==> config.mk <==
export PLATFORM = sky130hd
export DESIGN_NAME = consistent_hash_ring_lookup
export DESIGN_NICKNAME = d
export VERILOG_FILES = /design/src/hw/rtl/chrl_pkg.sv /design/src/hw/rtl/chrl_ram.sv /design/src/hw/rtl/chrl_cmp.sv /design/src/hw/rtl/consistent_hash_ring_lookup.sv
export VERILOG_INCLUDE_DIRS = /design/src /design/src/hw/rtl
export SDC_FILE = /design/constraint.sdc
export NUM_CORES = 1
export LEC_CHECK = 0
export ABC_AREA = 1
export BUFFER_PORTS_ARGS = -buffer_cell sky130_fd_sc_hd__clkbuf_2
export CAP_MARGIN = 25
export CORE_ASPECT_RATIO = 0.9
export CORE_MARGIN = 4
export CORE_UTILIZATION = 55
export CTS_CLUSTER_DIAMETER = 100
export DETAILED_ROUTE_END_ITERATION = 7
export PLACE_DENSITY = 0.76
export SYNTH_ARGS = -nofsm -noshare
export SYNTH_HDL_FRONTEND = slang
export SYNTH_SLANG_ARGS = --single-unit
export TNS_END_PERCENT = 5
==> constraint.sdc <==
create_clock -name clock -period 7 [get_ports clock]
set_input_delay 1.4 -clock clock [delete_from_list [all_inputs] [get_ports clock]]
set_output_delay 1.4 -clock clock [all_outputs]
set_load 0.05 [all_outputs]
==> src/hw/rtl/consistent_hash_ring_lookup_defines.svh <==
// Assertion macros shared by the ring lookup RTL.
`ifndef CONSISTENT_HASH_RING_LOOKUP_DEFINES_SVH
`define CONSISTENT_HASH_RING_LOOKUP_DEFINES_SVH

// Same-cycle implication, disabled during reset.
`define CHRL_ASSERT_NOW(label, clk, rst, ante, cons, msg) \
   label: assert property (@(posedge clk) disable iff (rst) (ante) |-> (cons)) else $error(msg);

// Next-cycle implication, disabled during reset.
`define CHRL_ASSERT_NEXT(label, clk, rst, ante, cons, msg) \
   label: assert property (@(posedge clk) disable iff (rst) (ante) |=> (cons)) else $error(msg);

`endif

==> src/hw/rtl/chrl_pkg.sv <==
// Shared types and constants for the consistent hash ring lookup.
package chrl_pkg;

   localparam int MAX_NODES_DEF = 16;

   localparam int OP_W   = 2;
   localparam int HASH_W = 32;
   localparam int ID_W   = 8;
   localparam int ST_W   = 2;
   localparam int ENT_W  = HASH_W + ID_W;

   localparam logic [OP_W-1:0] OP_ADD    = 2'd0;
   localparam logic [OP_W-1:0] OP_REMOVE = 2'd1;
   localparam logic [OP_W-1:0] OP_LOOKUP = 2'd2;

   localparam logic [ST_W-1:0] ST_OK    = 2'd0;
   localparam logic [ST_W-1:0] ST_EMPTY = 2'd1;
   localparam logic [ST_W-1:0] ST_FULL  = 2'd2;
   localparam logic [ST_W-1:0] ST_MISS  = 2'd3;

   typedef struct packed {
      logic eq;
      logic ge;
      logic lt_min;
      logic lt_ceil;
   } cmp_res_type;

endpackage

==> src/hw/rtl/chrl_ram.sv <==
// Generic single-write, single-read RAM with registered read data.
module chrl_ram #(
   parameter int WIDTH = 8,
   parameter int DEPTH = 16
) (
   input  logic                                     clock,
   input  logic                                     wr_en,
   input  logic [((DEPTH > 1) ? $clog2(DEPTH) : 1)-1:0] wr_addr,
   input  logic [WIDTH-1:0]                         wr_data,
   input  logic [((DEPTH > 1) ? $clog2(DEPTH) : 1)-1:0] rd_addr,
   output logic [WIDTH-1:0]                         rd_data
);

   logic [WIDTH-1:0] mem_ff [DEPTH];
   logic [WIDTH-1:0] rd_data_ff;

   always_ff @(posedge clock) begin
      if (wr_en) begin
         mem_ff[wr_addr] <= wr_data;
      end
      rd_data_ff <= mem_ff[rd_addr];
   end

   assign rd_data = rd_data_ff;

endmodule

==> src/hw/rtl/chrl_cmp.sv <==
// Shared compare unit: one ring entry against the key and the running bests.
module chrl_cmp (
   input  logic [chrl_pkg::HASH_W-1:0] ent_hash,
   input  logic [chrl_pkg::HASH_W-1:0] key_hash,
   input  logic [chrl_pkg::HASH_W-1:0] min_hash,
   input  logic [chrl_pkg::HASH_W-1:0] ceil_hash,
   output chrl_pkg::cmp_res_type       res
);

   always_comb begin
      res.eq      = (ent_hash == key_hash);
      res.ge      = (ent_hash >= key_hash);
      res.lt_min  = (ent_hash < min_hash);
      res.lt_ceil = (ent_hash < ceil_hash);
   end

endmodule

==> src/hw/rtl/consistent_hash_ring_lookup.sv <==
// Consistent hash ring lookup: top level with scan sequencer and ring storage.
//
// req channel: one beat carries an operation (add, remove, lookup), a hash and
// a node id. rsp channel: one beat per request with the owner id and a status.
// Both channels use valid/stall; a beat moves when valid is high and stall low.
// Each request scans all MAX_NODES ring slots through the RAM read port, one
// slot per cycle, feeding a single compare unit; the finish state then writes
// back and loads the response register. One request is in flight at a time,
// so a new request is not accepted until the last one leaves the finish state.
// req_stall is high whenever a request is in progress. A finished response
// waits in the output register; a new request may be accepted while it waits,
// and that request holds in its finish state until the output register frees.
// Reset empties the ring (slot valid bits clear) and drops any pending
// response; slot contents are not cleared and need no clearing pass.
`include "consistent_hash_ring_lookup_defines.svh"

module consistent_hash_ring_lookup #(
   parameter int MAX_NODES = chrl_pkg::MAX_NODES_DEF
) (
   input  logic                         clock,
   input  logic                         reset,
   input  logic                         req_valid,
   output logic                         req_stall,
   input  logic [chrl_pkg::OP_W-1:0]    req_operation,
   input  logic [chrl_pkg::HASH_W-1:0]  req_hash_value,
   input  logic [chrl_pkg::ID_W-1:0]    req_node_id,
   output logic                         rsp_valid,
   input  logic                         rsp_stall,
   output logic [chrl_pkg::ID_W-1:0]    rsp_owner_id,
   output logic [chrl_pkg::ST_W-1:0]    rsp_status
);

   localparam int IW = (MAX_NODES > 1) ? $clog2(MAX_NODES) : 1;
   localparam int CW = $clog2(MAX_NODES + 1);
   localparam logic [CW-1:0] LAST_CNT = CW'(MAX_NODES);

   typedef enum logic [2:0] {
      S_IDLE = 3'b001,
      S_SCAN = 3'b010,
      S_FIN  = 3'b100
   } state_type;

   state_type                     state_ff, state_in;
   logic [chrl_pkg::OP_W-1:0]     op_ff, op_in;
   logic [chrl_pkg::HASH_W-1:0]   key_ff, key_in;
   logic [chrl_pkg::ID_W-1:0]     id_ff, id_in;
   logic [CW-1:0]                 cnt_ff, cnt_in;
   logic                          proc_vld_ff, proc_vld_in;
   logic [IW-1:0]                 proc_idx_ff, proc_idx_in;
   logic [MAX_NODES-1:0]          valid_ff, valid_in;

   logic                          match_fnd_ff, match_fnd_in;
   logic [IW-1:0]                 match_idx_ff, match_idx_in;
   logic                          free_fnd_ff, free_fnd_in;
   logic [IW-1:0]                 free_idx_ff, free_idx_in;
   logic                          min_fnd_ff, min_fnd_in;
   logic [chrl_pkg::HASH_W-1:0]   min_hash_ff, min_hash_in;
   logic [chrl_pkg::ID_W-1:0]     min_own_ff, min_own_in;
   logic                          ceil_fnd_ff, ceil_fnd_in;
   logic [chrl_pkg::HASH_W-1:0]   ceil_hash_ff, ceil_hash_in;
   logic [chrl_pkg::ID_W-1:0]     ceil_own_ff, ceil_own_in;

   logic                          rsp_vld_ff, rsp_vld_in;
   logic [chrl_pkg::ID_W-1:0]     rsp_own_ff, rsp_own_in;
   logic [chrl_pkg::ST_W-1:0]     rsp_st_ff, rsp_st_in;

   logic                          wr_en;
   logic [IW-1:0]                 wr_addr;
   logic [chrl_pkg::ENT_W-1:0]    wr_data;
   logic [chrl_pkg::ENT_W-1:0]    rd_data;
   logic [chrl_pkg::HASH_W-1:0]   ent_hash;
   logic [chrl_pkg::ID_W-1:0]     ent_own;
   logic                          ent_vld;
   chrl_pkg::cmp_res_type         cmp;
   logic                          req_acc;
   logic                          rsp_free;

   assign ent_hash = rd_data[chrl_pkg::ENT_W-1:chrl_pkg::ID_W];
   assign ent_own  = rd_data[chrl_pkg::ID_W-1:0];
   assign ent_vld  = valid_ff[proc_idx_ff];

   chrl_ram #(
      .WIDTH (chrl_pkg::ENT_W),
      .DEPTH (MAX_NODES)
   ) u_ram (
      .clock   (clock),
      .wr_en   (wr_en),
      .wr_addr (wr_addr),
      .wr_data (wr_data),
      .rd_addr (cnt_ff[IW-1:0]),
      .rd_data (rd_data)
   );

   chrl_cmp u_cmp (
      .ent_hash  (ent_hash),
      .key_hash  (key_ff),
      .min_hash  (min_hash_ff),
      .ceil_hash (ceil_hash_ff),
      .res       (cmp)
   );

   assign req_stall = (state_ff != S_IDLE);
   assign req_acc   = req_valid && !req_stall;
   assign rsp_free  = !rsp_vld_ff || !rsp_stall;

   always_comb begin
      state_in     = state_ff;
      op_in        = op_ff;
      key_in       = key_ff;
      id_in        = id_ff;
      cnt_in       = cnt_ff;
      proc_vld_in  = 1'b0;
      proc_idx_in  = proc_idx_ff;
      valid_in     = valid_ff;
      match_fnd_in = match_fnd_ff;
      match_idx_in = match_idx_ff;
      free_fnd_in  = free_fnd_ff;
      free_idx_in  = free_idx_ff;
      min_fnd_in   = min_fnd_ff;
      min_hash_in  = min_hash_ff;
      min_own_in   = min_own_ff;
      ceil_fnd_in  = ceil_fnd_ff;
      ceil_hash_in = ceil_hash_ff;
      ceil_own_in  = ceil_own_ff;
      rsp_vld_in   = rsp_vld_ff && rsp_stall;
      rsp_own_in   = rsp_own_ff;
      rsp_st_in    = rsp_st_ff;
      wr_en        = 1'b0;
      wr_addr      = match_idx_ff;
      wr_data      = {key_ff, id_ff};

      // scan one slot per cycle, in the cycle after its RAM address is issued
      if (proc_vld_ff) begin
         if (ent_vld) begin
            if (cmp.eq && !match_fnd_ff) begin
               match_fnd_in = 1'b1;
               match_idx_in = proc_idx_ff;
            end
            if (!min_fnd_ff || cmp.lt_min) begin
               min_fnd_in  = 1'b1;
               min_hash_in = ent_hash;
               min_own_in  = ent_own;
            end
            if (cmp.ge && (!ceil_fnd_ff || cmp.lt_ceil)) begin
               ceil_fnd_in  = 1'b1;
               ceil_hash_in = ent_hash;
               ceil_own_in  = ent_own;
            end
         end else if (!free_fnd_ff) begin
            free_fnd_in = 1'b1;
            free_idx_in = proc_idx_ff;
         end
      end

      case (state_ff)
         S_IDLE: begin
            if (req_acc) begin
               op_in        = req_operation;
               key_in       = req_hash_value;
               id_in        = req_node_id;
               cnt_in       = '0;
               match_fnd_in = 1'b0;
               free_fnd_in  = 1'b0;
               min_fnd_in   = 1'b0;
               ceil_fnd_in  = 1'b0;
               state_in     = S_SCAN;
            end
         end
         S_SCAN: begin
            if (cnt_ff != LAST_CNT) begin
               proc_vld_in = 1'b1;
               proc_idx_in = cnt_ff[IW-1:0];
               cnt_in      = cnt_ff + 1'b1;
            end else begin
               state_in = S_FIN;
            end
         end
         S_FIN: begin
            if (rsp_free) begin
               rsp_vld_in = 1'b1;
               rsp_own_in = '0;
               rsp_st_in  = chrl_pkg::ST_OK;
               case (op_ff)
                  chrl_pkg::OP_ADD: begin
                     if (match_fnd_ff) begin
                        wr_en   = 1'b1;
                        wr_addr = match_idx_ff;
                     end else if (free_fnd_ff) begin
                        wr_en   = 1'b1;
                        wr_addr = free_idx_ff;
                        valid_in[free_idx_ff] = 1'b1;
                     end else begin
                        rsp_st_in = chrl_pkg::ST_FULL;
                     end
                  end
                  chrl_pkg::OP_REMOVE: begin
                     if (match_fnd_ff) begin
                        valid_in[match_idx_ff] = 1'b0;
                     end else begin
                        rsp_st_in = chrl_pkg::ST_MISS;
                     end
                  end
                  chrl_pkg::OP_LOOKUP: begin
                     if (!min_fnd_ff) begin
                        rsp_st_in = chrl_pkg::ST_EMPTY;
                     end else if (ceil_fnd_ff) begin
                        rsp_own_in = ceil_own_ff;
                     end else begin
                        rsp_own_in = min_own_ff;
                     end
                  end
                  default: begin
                     rsp_st_in = chrl_pkg::ST_OK;
                  end
               endcase
               state_in = S_IDLE;
            end
         end
         default: begin
            state_in = S_IDLE;
         end
      endcase
   end

   always_ff @(posedge clock) begin
      if (reset) begin
         state_ff    <= S_IDLE;
         cnt_ff      <= '0;
         proc_vld_ff <= 1'b0;
         valid_ff    <= '0;
         rsp_vld_ff  <= 1'b0;
      end else begin
         state_ff    <= state_in;
         cnt_ff      <= cnt_in;
         proc_vld_ff <= proc_vld_in;
         valid_ff    <= valid_in;
         rsp_vld_ff  <= rsp_vld_in;
      end
   end

   always_ff @(posedge clock) begin
      op_ff        <= op_in;
      key_ff       <= key_in;
      id_ff        <= id_in;
      proc_idx_ff  <= proc_idx_in;
      match_fnd_ff <= match_fnd_in;
      match_idx_ff <= match_idx_in;
      free_fnd_ff  <= free_fnd_in;
      free_idx_ff  <= free_idx_in;
      min_fnd_ff   <= min_fnd_in;
      min_hash_ff  <= min_hash_in;
      min_own_ff   <= min_own_in;
      ceil_fnd_ff  <= ceil_fnd_in;
      ceil_hash_ff <= ceil_hash_in;
      ceil_own_ff  <= ceil_own_in;
      rsp_own_ff   <= rsp_own_in;
      rsp_st_ff    <= rsp_st_in;
   end

   assign rsp_valid    = rsp_vld_ff;
   assign rsp_owner_id = rsp_own_ff;
   assign rsp_status   = rsp_st_ff;

   `CHRL_ASSERT_NEXT(a_accept_starts_scan, clock, reset, req_acc,
      (state_ff == S_SCAN) && (cnt_ff == '0),
      "accepted beat did not start a scan at slot zero")
   `CHRL_ASSERT_NOW(a_scan_cnt_range, clock, reset, state_ff == S_SCAN,
      cnt_ff <= LAST_CNT, "scan counter ran past the last slot")
   `CHRL_ASSERT_NOW(a_proc_only_in_scan, clock, reset, proc_vld_ff,
      (state_ff == S_SCAN) || (state_ff == S_FIN), "slot compare outside a scan")
   `CHRL_ASSERT_NOW(a_nonlookup_owner_zero, clock, reset,
      rsp_vld_ff && (rsp_st_ff != chrl_pkg::ST_OK), rsp_own_ff == '0,
      "error response carries a nonzero owner")
   `CHRL_ASSERT_NOW(a_write_only_at_finish, clock, reset, wr_en,
      (state_ff == S_FIN) && rsp_free, "ring write outside the finish cycle")

endmodule
Word-level counts from Yosys, hierarchy flattened
Memory sizes are Yosys's and may differ from the RTL's. A register that Yosys moved wholly into a read port is not among the register bits.
Cells that the tools add are included.
{ "op_classes": {"n_eq_ne": 15, "add_sub_neg": 1, "magnitude_cmp": 8, "muxes": 57, "bitwise_logic": 6, "n_reduce_logical": 30} }
{ "op_table": {"columns": ["cell", "count"], "rows": [
  ["32-bit less-than comparator", 2],
  ["16-bit 2-to-1 mux", 3],
  ["1-bit 2-to-1 mux", 33],
  ["32-bit equality test", 1],
  ["32-bit >= comparator", 1],
  ["16-bit case mux with 2 select lines", 1],
  ["4-bit 2-to-1 mux", 5],
  ["3-bit AND reduction", 6],
  ["16-bit bitwise AND", 1],
  ["16-bit NOT", 1],
  ["16-bit OR", 1],
  ["4-bit by 5-bit less-than comparator with 1-bit output, second input constant", 3],
  ["2-bit inequality test, second input constant", 7],
  ["5-bit 2-to-1 mux", 2],
  ["5-bit case mux with 2 select lines", 1],
  ["3-bit 2-to-1 mux", 3],
  ["3-bit case mux with 3 select lines", 1],
  ["1-bit demux with 4-bit select", 2],
  ["4-bit by 1-bit >= comparator with 1-bit output, second input constant", 2],
  ["8-bit 2-to-1 mux", 1],
  ["2-bit AND reduction", 4],
  ["1-bit logical AND", 6],
  ["1-bit zero test", 6],
  ["2-bit 2-to-1 mux", 3],
  ["16 further kinds", 21]
]} }
{ "totals": {"reg_bits": 174, "output_inout_bits": 12, "wordCells": 139, "memories": 1, "ram_bits": 640, "in_bits": 46} }
{ "mem_list": {"columns": ["name", "words", "width", "read_ports", "rd_ports_with_merged_regs", "write_ports", "line_no", "rtl"], "rows": [
  ["u_ram.mem_ff", 16, 40, 1, 1, 1, "chrl_ram.sv:14", "logic [WIDTH-1:0] mem_ff [DEPTH];"]
]} }

Depth between registers and ports, before layout
{ "logic_depth": {"ltp_word": 8, "ltp_mapped": 15, "depth_no_buf": 15} }

By module
From an unflattened synthesis, not the netlist that was laid out.
{ "hier_totals": {"cells_unflattened": 3539, "area_unflattened_um2": 37233.2} }
{ "by_module_without_submodules": {"columns": ["mod", "n_inst", "cells_each", "area_per_inst_um2", "seq_area_each_um2"], "rows": [
  ["chrl_ram", 1, 2643, 28353.4, 20019.2],
  ["consistent_hash_ring_lookup", 1, 497, 6396.1, 4924.7],
  ["chrl_cmp", 1, 399, 2483.6, 0.0]
]} }

Worst setup path after synthesis
OpenSTA, ideal clock, no wires.
{ "synth_path": {"path_type": "input-to-reg", "start": "in rsp_stall", "end": "mem u_ram.mem_ff[13][0] in the netlist's numbering (enable)", "cell_stages": 9, "path_buffers": 0, "t_required_ns": 6.563, "arrival_ns": 3.841, "setup_time_ns": 0.437, "slack_ns": 2.722, "path_cell_list": "nand2_1 > nand2_2 > nor2_4 > nand3_4 > nand2_1 > nand2_1 > nor2_1 > nand2_1 > nor2_1"} }
{ "synth_via": {"elab_chain_cells": 6, "elab_cells_between_ends": 8, "classes_between": "mux: 6; reduce/logical: 2"} }
{ "synth_lines": {"columns": ["element", "line_no", "rtl"], "rows": [
  ["from (decl)", "consistent_hash_ring_lookup.sv:28", "input logic rsp_stall,"],
  ["1-bit zero test *", "consistent_hash_ring_lookup.sv:104", "assign rsp_free = !rsp_vld_ff || !rsp_stall;"],
  ["1-bit logical OR *", "consistent_hash_ring_lookup.sv:104", null],
  ["1-bit 2-to-1 mux", "consistent_hash_ring_lookup.sv:179", "if (rsp_free) begin"],
  ["1-bit 2-to-1 mux", "consistent_hash_ring_lookup.sv:155", "case (state_ff)"],
  ["1-bit 2-to-1 mux", "chrl_ram.sv:18", "if (wr_en) begin"],
  ["1-bit 2-to-1 mux (not written as such)", "chrl_ram.sv:19", "mem_ff[wr_addr] <= wr_data;"],
  ["to (decl)", "chrl_ram.sv:14", null]
]} }
Mark *: on every way between the ends. The rest lies on a longest branch, timed or not.

Worst setup path after layout
{ "layout_path": {"start": "in rsp_stall", "end": "mem u_ram.mem_ff[12][5] in the netlist's numbering (enable)"} }
Same word-level chain as after synthesis.

==> flow_summary.ini <==
[status]
run_status = complete, no violations

[die]
die_w_um = 270
core_area_um2 = 61300
die_area_um2 = 66000
row_count = 86
die-height_um = 244
start_util_pct = 55.6
num_io_pins = 58

[grt]
track_usage_pct = 23.8
grt_pass1_wl_mm = 122
grt_pass1_vias = 21500
grt_overflow = 0
antenna_found_initial = 0
grt_max_degree = 202

[worst_setup_path]
required_ns = 7.30
startpoint_type = input pin
crit_type = in2reg
reg2reg_slack_ns = 3.45
cp_slowest_cell = nor2_4
regToRegStartpoint = key_ff[7]$_DFFE_PP_
cp_common_cell = nand2_1
crit_path_cell_trace = clkbuf_2, nand2_1, nand2_2, nor2_4, nand3_4, nand2_1, o21ai_1, inv_1, nand2_1, nor2_4, buf_4
r2r_cells = 13
cp-end-kind = flop
cp.arrival_ns = 3.92
crit_fanout = 25
critPathBufInv = 3
regToRegEndpoint = ceil_hash_ff[6]$_DFFE_PP_
max_stage_delay_ns = 0.90
critPathTopFamily = simple AND/OR/NAND/NOR gates
crit_cells = 11

[cts]
path_clk_slew_ns = 0.06
cts_tree = done
clock_path_buffers = 3
clkSinkCount = 854
cts_root_buf = clkbuf_16
cts.htree.levels = 3
cts_setup_buffers = 0
ctsResizeCount = 0
ctsHoldBuffers = 0
cts_buffers = 82
clk_latency_ns = 0.63

[sta]
setup_viol = 0
post-route-period-util_pct = 51.8
worst_clock_skew_ns = 0.0216
max_freq_ghz = 0.276
setup_tns_ns = 0
worst_pin_slew_ns = 1.06
finalMaxSlewViolations = 0
post-route-min-period_ns = 3.62
slew_headroom_pct = 29.1
final-hold-violation-count = 0
rsz0062_at_grt = false

[min_path]
hold_end = ceil_own_ff[6]$_DFFE_PP_
hold_start = u_ram.rd_data[6]$_DFF_P_
holdPathStages = 0
hold_path.class = reg2reg

[synth]
async_flop_share_pct = 0
yosysUniqueCellTypes = 33
synth_edf_count = 784
synth-seq-cells = 854
synth.area.top_cells = edfxtp_1 (69%), o21ai_0 (5.2%), nor2_1 (4.4%)
synth-seq-area-share_pct = 73.2
synth_top_cell_area_share_pct = 69.1
synth_flop_cell = edfxtp_1
yosysTopAreaCell = edfxtp_1
synth.most_common_cell = edfxtp_1
syn_area_um2 = 34100
syn_nets = 2859
postSynthAreaPerCell_um2 = 12.5
synth_commonest_cells = edfxtp_1 (784), nor2_1 (399), nand2_1 (352), o21ai_0 (351), inv_1 (164)
synthCells = 2717
synth_warnings = 0

[job]
drv_cap = 0

[cells_and_area]
area_growth_pct = 11.5
n_antenna_cell = 0
drive_gt1_share_pct = 8.74
fin_nets = 2904
final_cells = 3619

[routing]
routed_via_density = 6.05
vias = 21900
dr.pass1.iters = 5
wl_mm = 80.1
routedWlPerCell_um = 22.1
drc_errors = 0
drtIter0Drc = 2490
ant_nets = 0

[power]
p_leak_uw = 0.0134
ir_drop_mv = 0.254
p_per_area_nw_per_um2 = 291

[placed_design]
dp_hpwl_mm = 43.7
routabilityCongestion = 0.828
io_buffers = 57
placed_cells = 3467
## sequential cells by signal, indices dropped and copies added, names as in the netlist, 2 cells and up
name           cells
rsp_status         2
min_hash_ff       32
cnt_ff             5
state_ff           3
u_ram.rd_data     40
free_idx_ff        4
op_ff              2
valid_ff          16
proc_idx_ff        4
id_ff              8
min_own_ff         8
u_ram.mem_ff     640
match_idx_ff       4
ceil_hash_ff      32
key_ff            32
rsp_owner_id       8
ceil_own_ff        8
## worst max-delay path by stage
stage / slack, ns / from / to
after floorplan: 2.72 / rsp_stall / u_ram.mem_ff[13][0]$_DFFE_PP_
after global placement: 2.84 / rsp_stall / u_ram.mem_ff[13][21]$_DFFE_PP_
after CTS: 3.33 / rsp_stall / u_ram.mem_ff[14][16]$_DFFE_PP_
after detailed placement: 2.71 / rsp_stall / u_ram.mem_ff[14][21]$_DFFE_PP_
final: 3.38 / rsp_stall / u_ram.mem_ff[12][5]$_DFFE_PP_
after global routing: 3.18 / key_ff[7]$_DFFE_PP_ / ceil_hash_ff[6]$_DFFE_PP_
## cell families (layout without fill, tap and decap cells)
kind of cell	after synthesis	after routing	synth area share [%]
simple gates	850	850	9.99
fa+ha+maj	96	96	3.52
compound gates	618	618	9.75
flops	854	854	73.2
buf+inv	298	408	3.50
xor+xnor	1	1	0.0257
## metrics by stage
step / area [um^2] / setup slack [ns] / utilization, % / power [uW] / hold slack (ns)
final: 38000 / 3.38 / 62.0 / 11000 / 0.423
after global routing: 38000 / 3.18 / 62.0 / 11400 / 0.436
after CTS: 37900 / 3.33 / 61.8 / 11100 / 0.425
after detailed placement: 35200 / 2.71 / 57.4 / 6730 / 0.415
after global placement: 35200 / 2.84 / 57.4 / 6680 / 0.409
after floorplan: 34100 / 2.72 / - / 6440 / 0.404
## cell type report
cell class / count / area [um^2]
Multi-Input combinational cell: 1565 / 8100
Sequential cell: 854 / 25000
Fill cell: 4361 / 23300
Tap cell: 792 / 991
Timing Repair Buffer: 91 / 618
Clock inverter: 38 / 422
Clock buffer: 111 / 2270
Inverter: 168 / 641
## metal layers
layer / global-route usage, % / up-vias / part of all wire [%]
met5: 0 / - / 0
met4: 7.49 / 0 / 2.8
met3: 4.92 / 170 / 8.9
met2: 39.4 / 1108 / 49
met1: 32.2 / 10700 / 39
li1: - / 9867 / -
## cell usage in the layout (no fill, tap or decap), types with 6 or more instances in the layout
cell type	count
nand2_1	352
o21ai_0	351
clkinv_2	14
nand4_1	45
clkbuf_1	18
edfxtp_1	784
clkbuf_16	82
nor2_4	20
dfxtp_1	68
buf_4	29
clkbuf_2	57
nor2_1	380
bufinv_16	7
nand3_1	41
clkinv_1	10
inv_1	162
clkbuf_8	11
a21oi_1	89
ha_1	96
nor3_1	6
o22ai_1	160
## power breakdown
| group | internal [uW] | switching (uW) | leakage (uW) |
|---|---|---|---|
| Sequential | 5680 | 159 | 0.00764 |
| Combinational | 262 | 541 | 0.00441 |
| Clock | 2550 | 1860 | 0.00132 |
| Total | 8490 | 2560 | 0.0134 |
(Power assumes the default switching activity.)
